<file path="config.mk">
export PLATFORM = sky130hd
export DESIGN_NAME = permutation_combination_count_top_flat
export DESIGN_NICKNAME = d
export VERILOG_FILES = /design/src/design/pcc_pkg.sv /design/src/design/pcc_if.sv /design/src/design/permutation_combination_count_top.sv /design/src/design/pcc_unit.sv /design/src/flat_wrapper.sv
export VERILOG_INCLUDE_DIRS = /design/src /design/src/design
export SDC_FILE = /design/constraint.sdc
export NUM_CORES = 1
export LEC_CHECK = 0
export BUFFER_PORTS_ARGS = -buffer_cell sky130_fd_sc_hd__buf_2
export CORE_MARGIN = 2
export CORE_UTILIZATION = 65
export CTS_BUF_LIST = sky130_fd_sc_hd__clkbuf_4
export CTS_CLUSTER_SIZE = 12
export DETAILED_ROUTE_END_ITERATION = 10
export GPL_TIMING_DRIVEN = 0
export HOLD_SLACK_MARGIN = 0.1
export PLACE_DENSITY = 0.83
export SETUP_SLACK_MARGIN = 0.2
export SYNTH_ARGS = -nofsm -noshare
export SYNTH_HDL_FRONTEND = slang
export SYNTH_SLANG_ARGS = --single-unit
</file>
<file path="constraint.sdc">
create_clock -name clk -period 13.75 [get_ports clk]
set_clock_uncertainty 0.05 [all_clocks]
set_input_delay 0.6875 -clock clk [delete_from_list [all_inputs] [get_ports clk]]
set_output_delay 0.6875 -clock clk [all_outputs]
set_load 0.1 [all_outputs]
</file>
<file path="src/design/permutation_combination_count_top_assert.svh">
// Assertion macros for the permutation and combination counter.
// Used by permutation_combination_count_top; expects clk and rst_n in scope.
`ifndef PERMUTATION_COMBINATION_COUNT_TOP_ASSERT_SVH
`define PERMUTATION_COMBINATION_COUNT_TOP_ASSERT_SVH
`ifndef SYNTHESIS
`define PCC_ASSERT_NOW(label, ante, cons) \
    label: assert property (@(posedge clk) disable iff (!rst_n) (ante) |-> (cons)) \
        else $error("pcc check failed");
`define PCC_ASSERT_NEXT(label, ante, cons) \
    label: assert property (@(posedge clk) disable iff (!rst_n) (ante) |=> (cons)) \
        else $error("pcc check failed");
`else
`define PCC_ASSERT_NOW(label, ante, cons)
`define PCC_ASSERT_NEXT(label, ante, cons)
`endif
`endif

</file>
<file path="src/design/pcc_pkg.sv">
// Shared constants and types for the permutation and combination counter.
// No dependencies; used by pcc_unit and permutation_combination_count_top.
package pcc_pkg;

    localparam int MAX_N      = 255;
    localparam int N_W        = 8;
    localparam int COUNT_W    = 31;
    localparam int PROD_W     = COUNT_W + N_W;
    localparam int RADIX_BITS = 4;
    localparam int DQ_W       = ((PROD_W + RADIX_BITS - 1) / RADIX_BITS) * RADIX_BITS;
    localparam int DIV_STEPS  = DQ_W / RADIX_BITS;
    localparam int STEP_W     = $clog2(DIV_STEPS);

    localparam logic CMD_PERM = 1'b0;
    localparam logic CMD_COMB = 1'b1;

    localparam logic [COUNT_W-1:0] COUNT_LIMIT = {COUNT_W{1'b1}};

    typedef struct packed {
        logic               start;
        logic               use_div;
        logic [COUNT_W-1:0] operand;
        logic [N_W-1:0]     factor;
        logic [N_W-1:0]     divisor;
    } unit_req_t;

    typedef struct packed {
        logic            busy;
        logic            done;
        logic [DQ_W-1:0] value;
    } unit_rsp_t;

endpackage

</file>
<file path="src/design/pcc_if.sv">
// Handshake interfaces for the request and result channels.
// Depends on pcc_pkg for field widths.
interface pcc_req_if;
    logic                       valid;
    logic                       ready;
    logic                       cmd;
    logic [pcc_pkg::N_W-1:0]    n_total;
    logic [pcc_pkg::N_W-1:0]    k_chosen;

    modport source (output valid, cmd, n_total, k_chosen, input ready);
    modport sink   (input valid, cmd, n_total, k_chosen, output ready);
endinterface

interface pcc_rsp_if;
    logic                          valid;
    logic                          ready;
    logic [pcc_pkg::COUNT_W-1:0]   count;
    logic                          range_error;
    logic                          overflow;

    modport source (output valid, count, range_error, overflow, input ready);
    modport sink   (input valid, count, range_error, overflow, output ready);
endinterface

</file>
<file path="src/design/permutation_combination_count_top.sv">
// Top level of the permutation and combination counter: request sequencer,
// result register. Depends on pcc_pkg, pcc_if, pcc_unit and the assert header.
//
//  port  dir  word                              handshake
//  req   in   cmd, n_total, k_chosen            valid/ready
//  rsp   out  count, range_error, overflow      valid/ready
//
// Each step of the running product goes through the shared pcc_unit: a multiply
// for a permutation, a multiply and an exact radix-16 division for a
// combination. Saturation ends the loop early, so at most 16 combination steps run.
// Range errors skip the unit and go straight to the done state.
// req.ready is high when the sequencer is idle.
// A new request is taken while a result still waits on rsp.
// Reset is asynchronous, active low, and clears the sequencer state and the output valid flag.
`include "permutation_combination_count_top_assert.svh"

module permutation_combination_count_top (
    input  logic          clk,
    input  logic          rst_n,
    pcc_req_if.sink       req,
    pcc_rsp_if.source     rsp
);

    localparam logic [1:0] S_IDLE  = 2'd0;
    localparam logic [1:0] S_ISSUE = 2'd1;
    localparam logic [1:0] S_WAIT  = 2'd2;
    localparam logic [1:0] S_DONE  = 2'd3;

    logic [1:0]                    state_reg, state_next;
    logic                          cmd_reg, cmd_next;
    logic [pcc_pkg::N_W-1:0]       n_reg, n_next;
    logic [pcc_pkg::N_W-1:0]       i_reg, i_next;
    logic [pcc_pkg::N_W-1:0]       kk_reg, kk_next;
    logic [pcc_pkg::COUNT_W-1:0]   r_reg, r_next;
    logic                          err_reg, err_next;
    logic                          ovf_reg, ovf_next;

    logic                          out_valid_reg, out_valid_next;
    logic [pcc_pkg::COUNT_W-1:0]   out_count_reg;
    logic                          out_err_reg;
    logic                          out_ovf_reg;
    logic                          out_load;

    logic                          in_fire;
    logic                          bad_req;
    logic [pcc_pkg::N_W-1:0]       n_minus_k;
    logic [pcc_pkg::N_W-1:0]       steps;
    logic [pcc_pkg::N_W-1:0]       i_inc;
    logic                          too_big;

    pcc_pkg::unit_req_t            unit_req;
    pcc_pkg::unit_rsp_t            unit_rsp;

    pcc_unit u_unit (
        .clk   (clk),
        .rst_n (rst_n),
        .req   (unit_req),
        .rsp   (unit_rsp)
    );

    assign in_fire   = req.valid && req.ready;
    assign bad_req   = (req.k_chosen > req.n_total)
                       || (32'(req.n_total) > pcc_pkg::MAX_N);
    assign n_minus_k = req.n_total - req.k_chosen;
    // combination only needs min(k, n-k) steps
    assign steps     = (req.cmd == pcc_pkg::CMD_COMB && n_minus_k < req.k_chosen)
                       ? n_minus_k : req.k_chosen;
    assign i_inc     = i_reg + 1'b1;
    assign too_big   = |unit_rsp.value[pcc_pkg::DQ_W-1:pcc_pkg::COUNT_W];

    assign unit_req.start   = (state_reg == S_ISSUE);
    assign unit_req.use_div = (cmd_reg == pcc_pkg::CMD_COMB);
    assign unit_req.operand = r_reg;
    assign unit_req.factor  = n_reg - i_reg;
    assign unit_req.divisor = i_inc;

    assign out_load = (state_reg == S_DONE) && (!out_valid_reg || rsp.ready);

    always_comb
    begin
        state_next = state_reg;
        cmd_next   = cmd_reg;
        n_next     = n_reg;
        i_next     = i_reg;
        kk_next    = kk_reg;
        r_next     = r_reg;
        err_next   = err_reg;
        ovf_next   = ovf_reg;
        case (state_reg)
            S_IDLE:
            begin
                if (in_fire)
                begin
                    cmd_next = req.cmd;
                    n_next   = req.n_total;
                    i_next   = '0;
                    kk_next  = steps;
                    err_next = bad_req;
                    ovf_next = 1'b0;
                    r_next   = bad_req ? '0 : pcc_pkg::COUNT_W'(1);
                    if (bad_req || steps == '0)
                    begin
                        state_next = S_DONE;
                    end
                    else
                    begin
                        state_next = S_ISSUE;
                    end
                end
            end
            S_ISSUE:
            begin
                state_next = S_WAIT;
            end
            S_WAIT:
            begin
                if (unit_rsp.done)
                begin
                    if (too_big)
                    begin
                        r_next     = pcc_pkg::COUNT_LIMIT;
                        ovf_next   = 1'b1;
                        state_next = S_DONE;
                    end
                    else
                    begin
                        r_next = unit_rsp.value[pcc_pkg::COUNT_W-1:0];
                        i_next = i_inc;
                        state_next = (i_inc == kk_reg) ? S_DONE : S_ISSUE;
                    end
                end
            end
            S_DONE:
            begin
                if (out_load)
                begin
                    state_next = S_IDLE;
                end
            end
            default:
            begin
                state_next = S_IDLE;
            end
        endcase
    end

    always_comb
    begin
        out_valid_next = out_valid_reg;
        if (out_load)
        begin
            out_valid_next = 1'b1;
        end
        else if (rsp.ready)
        begin
            out_valid_next = 1'b0;
        end
    end

    always_ff @(posedge clk or negedge rst_n)
    begin
        if (!rst_n)
        begin
            state_reg     <= S_IDLE;
            out_valid_reg <= 1'b0;
        end
        else
        begin
            state_reg     <= state_next;
            out_valid_reg <= out_valid_next;
        end
    end

    always_ff @(posedge clk)
    begin
        cmd_reg <= cmd_next;
        n_reg   <= n_next;
        i_reg   <= i_next;
        kk_reg  <= kk_next;
        r_reg   <= r_next;
        err_reg <= err_next;
        ovf_reg <= ovf_next;
        if (out_load)
        begin
            out_count_reg <= r_reg;
            out_err_reg   <= err_reg;
            out_ovf_reg   <= ovf_reg;
        end
    end

    assign req.ready       = (state_reg == S_IDLE);
    assign rsp.valid       = out_valid_reg;
    assign rsp.count       = out_count_reg;
    assign rsp.range_error = out_err_reg;
    assign rsp.overflow    = out_ovf_reg;

    `PCC_ASSERT_NOW(a_start_when_idle, unit_req.start, !unit_rsp.busy)
    `PCC_ASSERT_NEXT(a_busy_after_accept, in_fire, !req.ready)
    `PCC_ASSERT_NOW(a_err_no_ovf, out_valid_reg && out_err_reg,
                    !out_ovf_reg && out_count_reg == '0)
    `PCC_ASSERT_NOW(a_done_only_waiting, unit_rsp.done, state_reg == S_WAIT)

endmodule

</file>
<file path="src/design/pcc_unit.sv">
// Shared multiply and exact-divide unit: a multiply state, then a
// radix-16 restoring division (4 quotient bits per cycle). Depends on pcc_pkg.
module pcc_unit (
    input  logic                clk,
    input  logic                rst_n,
    input  pcc_pkg::unit_req_t  req,
    output pcc_pkg::unit_rsp_t  rsp
);

    localparam logic [1:0] U_IDLE = 2'd0;
    localparam logic [1:0] U_MUL  = 2'd1;
    localparam logic [1:0] U_DIV  = 2'd2;

    logic [1:0]                    ustate_reg, ustate_next;
    logic                          done_reg, done_next;
    logic [pcc_pkg::STEP_W-1:0]    step_reg, step_next;
    logic [pcc_pkg::COUNT_W-1:0]   operand_reg;
    logic [pcc_pkg::N_W-1:0]       factor_reg;
    logic [pcc_pkg::N_W-1:0]       divisor_reg;
    logic                          use_div_reg;
    logic [pcc_pkg::DQ_W-1:0]      dq_reg, dq_next;
    logic [pcc_pkg::N_W-1:0]       rem_reg, rem_next;

    logic [pcc_pkg::PROD_W-1:0]    product;
    logic [pcc_pkg::DQ_W-1:0]      dq_dig;
    logic [pcc_pkg::N_W-1:0]       rem_dig;
    logic [pcc_pkg::N_W:0]         rem_try;

    assign product = pcc_pkg::PROD_W'({{pcc_pkg::N_W{1'b0}}, operand_reg}
                     * {{pcc_pkg::COUNT_W{1'b0}}, factor_reg});

    // one radix-16 digit: four shift/compare/subtract steps on a narrow remainder
    always_comb
    begin
        dq_dig  = dq_reg;
        rem_dig = rem_reg;
        rem_try = '0;
        for (int j = 0; j < pcc_pkg::RADIX_BITS; j++)
        begin
            rem_try = {rem_dig, dq_dig[pcc_pkg::DQ_W-1]};
            dq_dig  = {dq_dig[pcc_pkg::DQ_W-2:0], 1'b0};
            if (rem_try >= {1'b0, divisor_reg})
            begin
                rem_try   = rem_try - {1'b0, divisor_reg};
                dq_dig[0] = 1'b1;
            end
            rem_dig = rem_try[pcc_pkg::N_W-1:0];
        end
    end

    always_comb
    begin
        ustate_next = ustate_reg;
        done_next   = 1'b0;
        step_next   = step_reg;
        dq_next     = dq_reg;
        rem_next    = rem_reg;
        case (ustate_reg)
            U_IDLE:
            begin
                if (req.start)
                begin
                    ustate_next = U_MUL;
                end
            end
            U_MUL:
            begin
                dq_next   = pcc_pkg::DQ_W'(product);
                rem_next  = '0;
                step_next = '0;
                if (use_div_reg)
                begin
                    ustate_next = U_DIV;
                end
                else
                begin
                    ustate_next = U_IDLE;
                    done_next   = 1'b1;
                end
            end
            U_DIV:
            begin
                dq_next  = dq_dig;
                rem_next = rem_dig;
                if (step_reg == pcc_pkg::STEP_W'(pcc_pkg::DIV_STEPS - 1))
                begin
                    ustate_next = U_IDLE;
                    done_next   = 1'b1;
                end
                else
                begin
                    step_next = step_reg + 1'b1;
                end
            end
            default:
            begin
                ustate_next = U_IDLE;
            end
        endcase
    end

    always_ff @(posedge clk or negedge rst_n)
    begin
        if (!rst_n)
        begin
            ustate_reg <= U_IDLE;
            done_reg   <= 1'b0;
            step_reg   <= '0;
        end
        else
        begin
            ustate_reg <= ustate_next;
            done_reg   <= done_next;
            step_reg   <= step_next;
        end
    end

    always_ff @(posedge clk)
    begin
        dq_reg  <= dq_next;
        rem_reg <= rem_next;
        if (ustate_reg == U_IDLE && req.start)
        begin
            operand_reg <= req.operand;
            factor_reg  <= req.factor;
            divisor_reg <= req.divisor;
            use_div_reg <= req.use_div;
        end
    end

    assign rsp.busy  = (ustate_reg != U_IDLE);
    assign rsp.done  = done_reg;
    assign rsp.value = dq_reg;

endmodule

</file>
<file path="src/flat_wrapper.sv">
// flat-port wrapper written by rule: the top's interface ports become plain ports
module permutation_combination_count_top_flat 
  (clk, rst_n, req_valid, req_cmd, req_n_total, req_k_chosen, req_ready, rsp_valid, rsp_count, rsp_range_error, rsp_overflow, rsp_ready);
  pcc_req_if req_i ();
  pcc_rsp_if rsp_i ();
  input  logic clk;
  input  logic rst_n;
  input wire logic [$bits(req_i.valid)-1:0] req_valid;
  input wire logic [$bits(req_i.cmd)-1:0] req_cmd;
  input wire logic [$bits(req_i.n_total)-1:0] req_n_total;
  input wire logic [$bits(req_i.k_chosen)-1:0] req_k_chosen;
  output wire logic [$bits(req_i.ready)-1:0] req_ready;
  output wire logic [$bits(rsp_i.valid)-1:0] rsp_valid;
  output wire logic [$bits(rsp_i.count)-1:0] rsp_count;
  output wire logic [$bits(rsp_i.range_error)-1:0] rsp_range_error;
  output wire logic [$bits(rsp_i.overflow)-1:0] rsp_overflow;
  input wire logic [$bits(rsp_i.ready)-1:0] rsp_ready;
  assign req_i.valid = req_valid;
  assign req_i.cmd = req_cmd;
  assign req_i.n_total = req_n_total;
  assign req_i.k_chosen = req_k_chosen;
  assign req_ready = req_i.ready;
  assign rsp_valid = rsp_i.valid;
  assign rsp_count = rsp_i.count;
  assign rsp_range_error = rsp_i.range_error;
  assign rsp_overflow = rsp_i.overflow;
  assign rsp_i.ready = rsp_ready;
  permutation_combination_count_top u_core (.clk(clk), .rst_n(rst_n), .req(req_i), .rsp(rsp_i));
endmodule
</file>
Word-level counts from Yosys, hierarchy flattened --
Index checks and enable logic that the tools add are counted.
Word-level totals: register bits 197, bits of input ports 21, word-level logic and storage cells 114
Operators by class: add/sub/neg operators 8, multiply operators 1, order comparisons 6, equality and inequality tests 15, muxes and demuxes 42, reduce and logical (&&, ||, !) cells 21
Operator list (count):
- $mux 31 | 3
- $pmux 40 s2 | 1
- $mux 8 | 8
- $pmux 31 s2 | 1
- $sub 8x8->8 | 6
- $mul 31x8->39 | 1
- $ge 9x8->1 | 4
- $pmux 8 s2 | 2
- $mux 2 | 9
- $mux 1 | 12
- $ne 2x2->1 const B | 6
- $reduce_or 9->1 | 1
- $add 8x1->8 const B | 1
- $eq 8x8->1 | 1
- $gt 8x8->1 | 1
- $logic_not 8->1 | 1
- $lt 8x8->1 | 1
- $pmux 2 s4 | 1
- $pmux 4 s2 | 1
- $reduce_and 4->1 | 2
- $eq 2x2->1 const B | 3
- $pmux 2 s3 | 1
- $reduce_and 2->1 | 3
- $reduce_and 3->1 | 2
- other kinds (11) | 21

Longest topological paths before layout --
word-level depth 9, gate-level depth with buffers 36, gate-level depth less buffers 34

Modules after synthesis --
From an unflattened synthesis, not the netlist that was laid out.
Second synthesis, totals: cell total of the unflattened synthesis 1685, area total of the unflattened synthesis 17184.0 µm²
Modules (own cells, without submodules):
- pcc_unit | instances 1, cells an instance 1320, area each 12762.2 µm², sequential area each 3057.9 µm²
- permutation_combination_count_top | instances 1, cells an instance 365, area each 4421.7 µm², sequential area each 2807.7 µm²

Least setup slack after synthesis --
Ideal clock, no wire load.
path kind register -> register, start register u_core.u_unit.divisor_reg[1] (netlist name), end register u_core.u_unit.rem_reg[0] (netlist name) (data pin), data arrival time 7.001 ns, path slack 6.445 ns, cell stages (with the launch flop) 35, buffers on the path 3, clock period less this slack 7.305 ns, path through edfxtp_1 inv_1 ha_1 nor2b_2 o21a_4 o31a_1 o21a_1 buf_6 mux2_4 ha_1 nand3_1 a21o_1 a31oi_1 o22ai_4 nand2_2 mux2_2 ha_1 or3_1 o21ai_0 a21oi_1 o221ai_1 nand3b_1 buf_6 mux2i_1 ha_1 nor2b_1 o21ai_0 a21boi_1 o21ai_0 a21oi_1 o31ai_1 nor2b_1 buf_8 a21oi_1 o21a_1
On the way: longest elaborated chain between the ends 9, elaborated cells on any way between the ends 12, those cells by class 3 x add/sub; 4 x order compare; 5 x mux
RTL lines:
- start, declared | line pcc_unit.sv:19 | logic [pcc_pkg::N_W-1:0] divisor_reg;
- start signal, assigned | line pcc_unit.sv:126 | divisor_reg <= req.divisor;
- $sub 8x8->8 / $ge 9x8->1 (equally long branches) | line pcc_unit.sv:44, pcc_unit.sv:42
- $mux 8 | line pcc_unit.sv:42 | if (rem_try >= {1'b0, divisor_reg})
- $sub 8x8->8 / $ge 9x8->1 (equally long branches) | line pcc_unit.sv:44, pcc_unit.sv:42
- $mux 8 | line pcc_unit.sv:42
- $sub 8x8->8 / $ge 9x8->1 (equally long branches) | line pcc_unit.sv:44, pcc_unit.sv:42
- $mux 8 | line pcc_unit.sv:42
- $ge 9x8->1 (*) | line pcc_unit.sv:42
- $mux 8 (*) | line pcc_unit.sv:42
- $pmux 8 s2 (*) | line pcc_unit.sv:58 | case (ustate_reg)
- end signal, assigned | line pcc_unit.sv:121 | rem_reg <= rem_next;
- end, declared | line pcc_unit.sv:22 | logic [pcc_pkg::N_W-1:0] rem_reg, rem_next;
Every way passes the cells marked *; elsewhere a longest branch is shown, timed or not. A chain may end at the register's enable or synchronous reset.

Worst setup path in the final report --
start register u_core.u_unit.divisor_reg[1] (netlist name), end register u_core.u_unit.rem_reg[6] (netlist name) (data pin)
On the way: longest elaborated chain between the ends 9, elaborated cells on any way between the ends 13, those cells by class 4 x add/sub; 4 x order compare; 5 x mux
RTL lines (line):
- $sub 8x8->8 / $ge 9x8->1 (equally long branches) | pcc_unit.sv:44, pcc_unit.sv:42
- $mux 8 | pcc_unit.sv:42
- $sub 8x8->8 / $ge 9x8->1 (equally long branches) | pcc_unit.sv:44, pcc_unit.sv:42
- $mux 8 | pcc_unit.sv:42
- $sub 8x8->8 / $ge 9x8->1 (equally long branches) | pcc_unit.sv:44, pcc_unit.sv:42
- $mux 8 | pcc_unit.sv:42
- $sub 8x8->8 / $ge 9x8->1 (equally long branches) | pcc_unit.sv:44, pcc_unit.sv:42
- $mux 8 (*) | pcc_unit.sv:42
- $pmux 8 s2 (*) | pcc_unit.sv:58
Marked as above.

==> run metrics <==
Synth Area in XOR/XNOR=3.657%; final setup vio count=0; pin count of the biggest net entering global routing=34; Synthesized Nets=2034; nets=~2100; Clock Latency Late Sink=0.66 ns; Detail Route Antenna Nets=0; Post-synth ARST share=between 5 and 6%; yosys warns=0; mux cell area share after synthesis=2.054%; status=finished, final reports clean; Largest register FFs=40; Reg area=5866 um2; Period Utilization, post-route=62.18%; worst hold start=req_n_total[6]; Max Cap Viol=0; Synth cell types=76; Synth Area in Compound Gates=10.01%; clock slew at reported path FFs=~0.19 ns; layout cell share with drive strength beyond 1=8.093%; Rows=60; Setup crit end kind=flop; dpl hpwl=between 30000 and 40000 um; Worst Path Max Fanout=10; final wirelength=40250 um; Die Wd=168.0 um; Worst Path Arrival=8.95 ns; area of the multi-input gates=10530 um2; hold crit path type=in2reg; vias=12760; routed wl met2=around 20000 um; Die Ht=around 170 um; Worst Setup Start Kind=flop; final cell count without fillers=2147; RSZ-0062 raised after global routing=false; Slew Limit Fails=0; Initial Utilization=65.61%; CTS tree=built; Tightest Pin Transition=0.8577 ns; FILL cells=1986; Root Buffer=clkbuf_4; vias in the first global route=around 13000; final hold vios=0; CTS Buffer Depth=2; Synth Register Bits=197; met3 wire length=3214 um; Congestion Overflow GR=0; highest-count cells in the layout ignoring fill and taps=inv_1 (232), nand2_1 (219), edfxtp_1 (187); Post-Synth Simple-Gate Area=15.21%; DIE AREA=28230 um2; Num CTS Buffers=17; CTS resizes=0; Max H-tree Level=4; Met1 Routed Length=15900 um; Gate Count Post-Synth=between 1500 and 2000; largest family of logic cells by synthesized area=adder cells; setup TNS=0 ns; Mean Syn Cell Area=10.21 um2; initial DRC count=986; all-layer global routing usage=29.92%; worst reg2reg startpoint=u_core.u_unit.divisor_reg[1]$_DFFE_PP_; slew margin rel.=42.82%; WL/cell=18.75 um; Placed Cells=~2100; first-pass GRT wire length=65850 um; Crit Path Class=reg2reg; sequential area share after synthesis=33.55%; drt drc=0; buffers added on ports=55; CP Launch Point=u_core.u_unit.divisor_reg[1]$_DFFE_PP_; drt first pass iters=5; Area Growth Syn to Fin=6.455%; clock sinks=about 200; slowest stage delay, CP=0.40 ns; critical path required time=between 10 and 15 ns; Max Freq=117.0 MHz; leading cell type in the layout, fill and taps excluded=inv_1; IO Pins=between 50 and 60; Post-synth EDFFs=187; max layer used=met4; Synth Area in Adders=between 20 and 30%; routability cong.=between 0.9 and 1; mapped cell area=around 17000 um2; Slowest-stage cell, CP=edfxtp_1; CORE AREA=26650 um2; initial antenna violation count=2; DR vias/cell=slightly below 6; dominant synthesized flop cell=edfxtp_1; fin crit period=8.550 ns
## path summary, 6_finish.rpt
| check | endpoint | slack [ns] | cells past startpoint |
|---|---|---|---|
| setup / recovery | u_core.u_unit.rem_reg[6]$_SDFFCE_PN0P_ | 5.20 | 36 |
| hold / removal | u_core.n_reg[6]$_DFFE_PP_ | 0.17 | 1 |
| setup reg to reg | u_core.u_unit.rem_reg[6]$_SDFFCE_PN0P_ | 5.20 | 36 |
| hold reg to reg | u_core.u_unit.operand_reg[24]$_DFFE_PP_ | 0.40 | 0 |
| max in group asynchronous | u_core.u_unit.ustate_reg[0]$_DFFE_PN0P_ | 13.08 | 2 |
| min in group asynchronous | u_core.u_unit.ustate_reg[1]$_DFFE_PN0P_ | 0.37 | 2 |
## layout make-up
cell class | count | area share [%]
well taps | 341 | 2.292
flip-flops and latches | 197 | 31.51
plain buffers | 54 | 1.237
clock inverters | 15 | 1.069
clock buffers | 17 | 0.6857
repair buffers | 59 | 1.896
diodes | 2 | 0.02689
inverters | 233 | 4.699
multi-input cells | 1229 | 56.58
## stage by stage
stage	utilization, %	hold WS [ns]	setup slack (ns)	cell area, um2
global placement	68.24	0.3572	5.548	18190
global route	69.84	0.1440	4.603	18610
detailed placement	68.56	0.3552	5.394	18270
floorplan	-	0.3419	6.445	17480
finish	69.84	0.1748	5.200	18610
CTS	69.82	0.1636	5.304	18610
## Yosys cell counts (all sizes together), types with 19 or more instances
library cell / count / share of area [%]
xnor2: 50 / 2.5
a21o: 25 / 1.1
nor2: 119 / 2.6
nand3: 28 / 0.80
o21ai: 83 / 2.4
mux2: 23 / 1.6
nand2: 220 / 4.7
xor2: 23 / 1.2
and2: 108 / 3.9
fa: 180 / 21
clkbuf: 49 / 1.1
inv: 233 / 5.0
nor3: 19 / 0.54
ha: 120 / 8.6
edfxtp: 187 / 32
a21oi: 67 / 2.1
## critical path, delay by kind of cell (launching register included)
kind / cells / cell delay, ns
AO/OA/AOI/OAI: 17 / 3.89
adder cells (fa/ha/maj): 4 / 1.29
buffers and inverters: 4 / 0.81
flip-flops: 1 / 0.40
multiplexers: 2 / 0.63
AND/OR/NAND/NOR: 9 / 1.30
## routing by layer
layer | GRT usage, % | up-vias
met1 | 38.44 | 6262
met2 | 51.10 | 530
met5 | 0 | -
met3 | 5.759 | 104
met4 | 10.78 | 0
li1 | - | 5866
## timing repair
action	in CTS	in global routing
hold endpoints to repair	10	0
buffers inserted	0	0
hold buffers	1	0
setup endpoints to repair	0	0
## kinds of logic (layout without fill, tap and decap cells)
kind of cell / after synthesis / after routing
other: 0 / 2
multiplexers: 30 / 30
AO/OA/AOI/OAI: 263 / 263
flip-flops: 197 / 197
AND/OR/NAND/NOR: 563 / 563
XOR/XNOR: 73 / 73
buffers and inverters: 287 / 378
adder cells (fa/ha/maj): 300 / 300
Power is left out: the tool's default activity adds up to more than one toggle a clock period on the data nets, which glitch-free logic cannot reach.
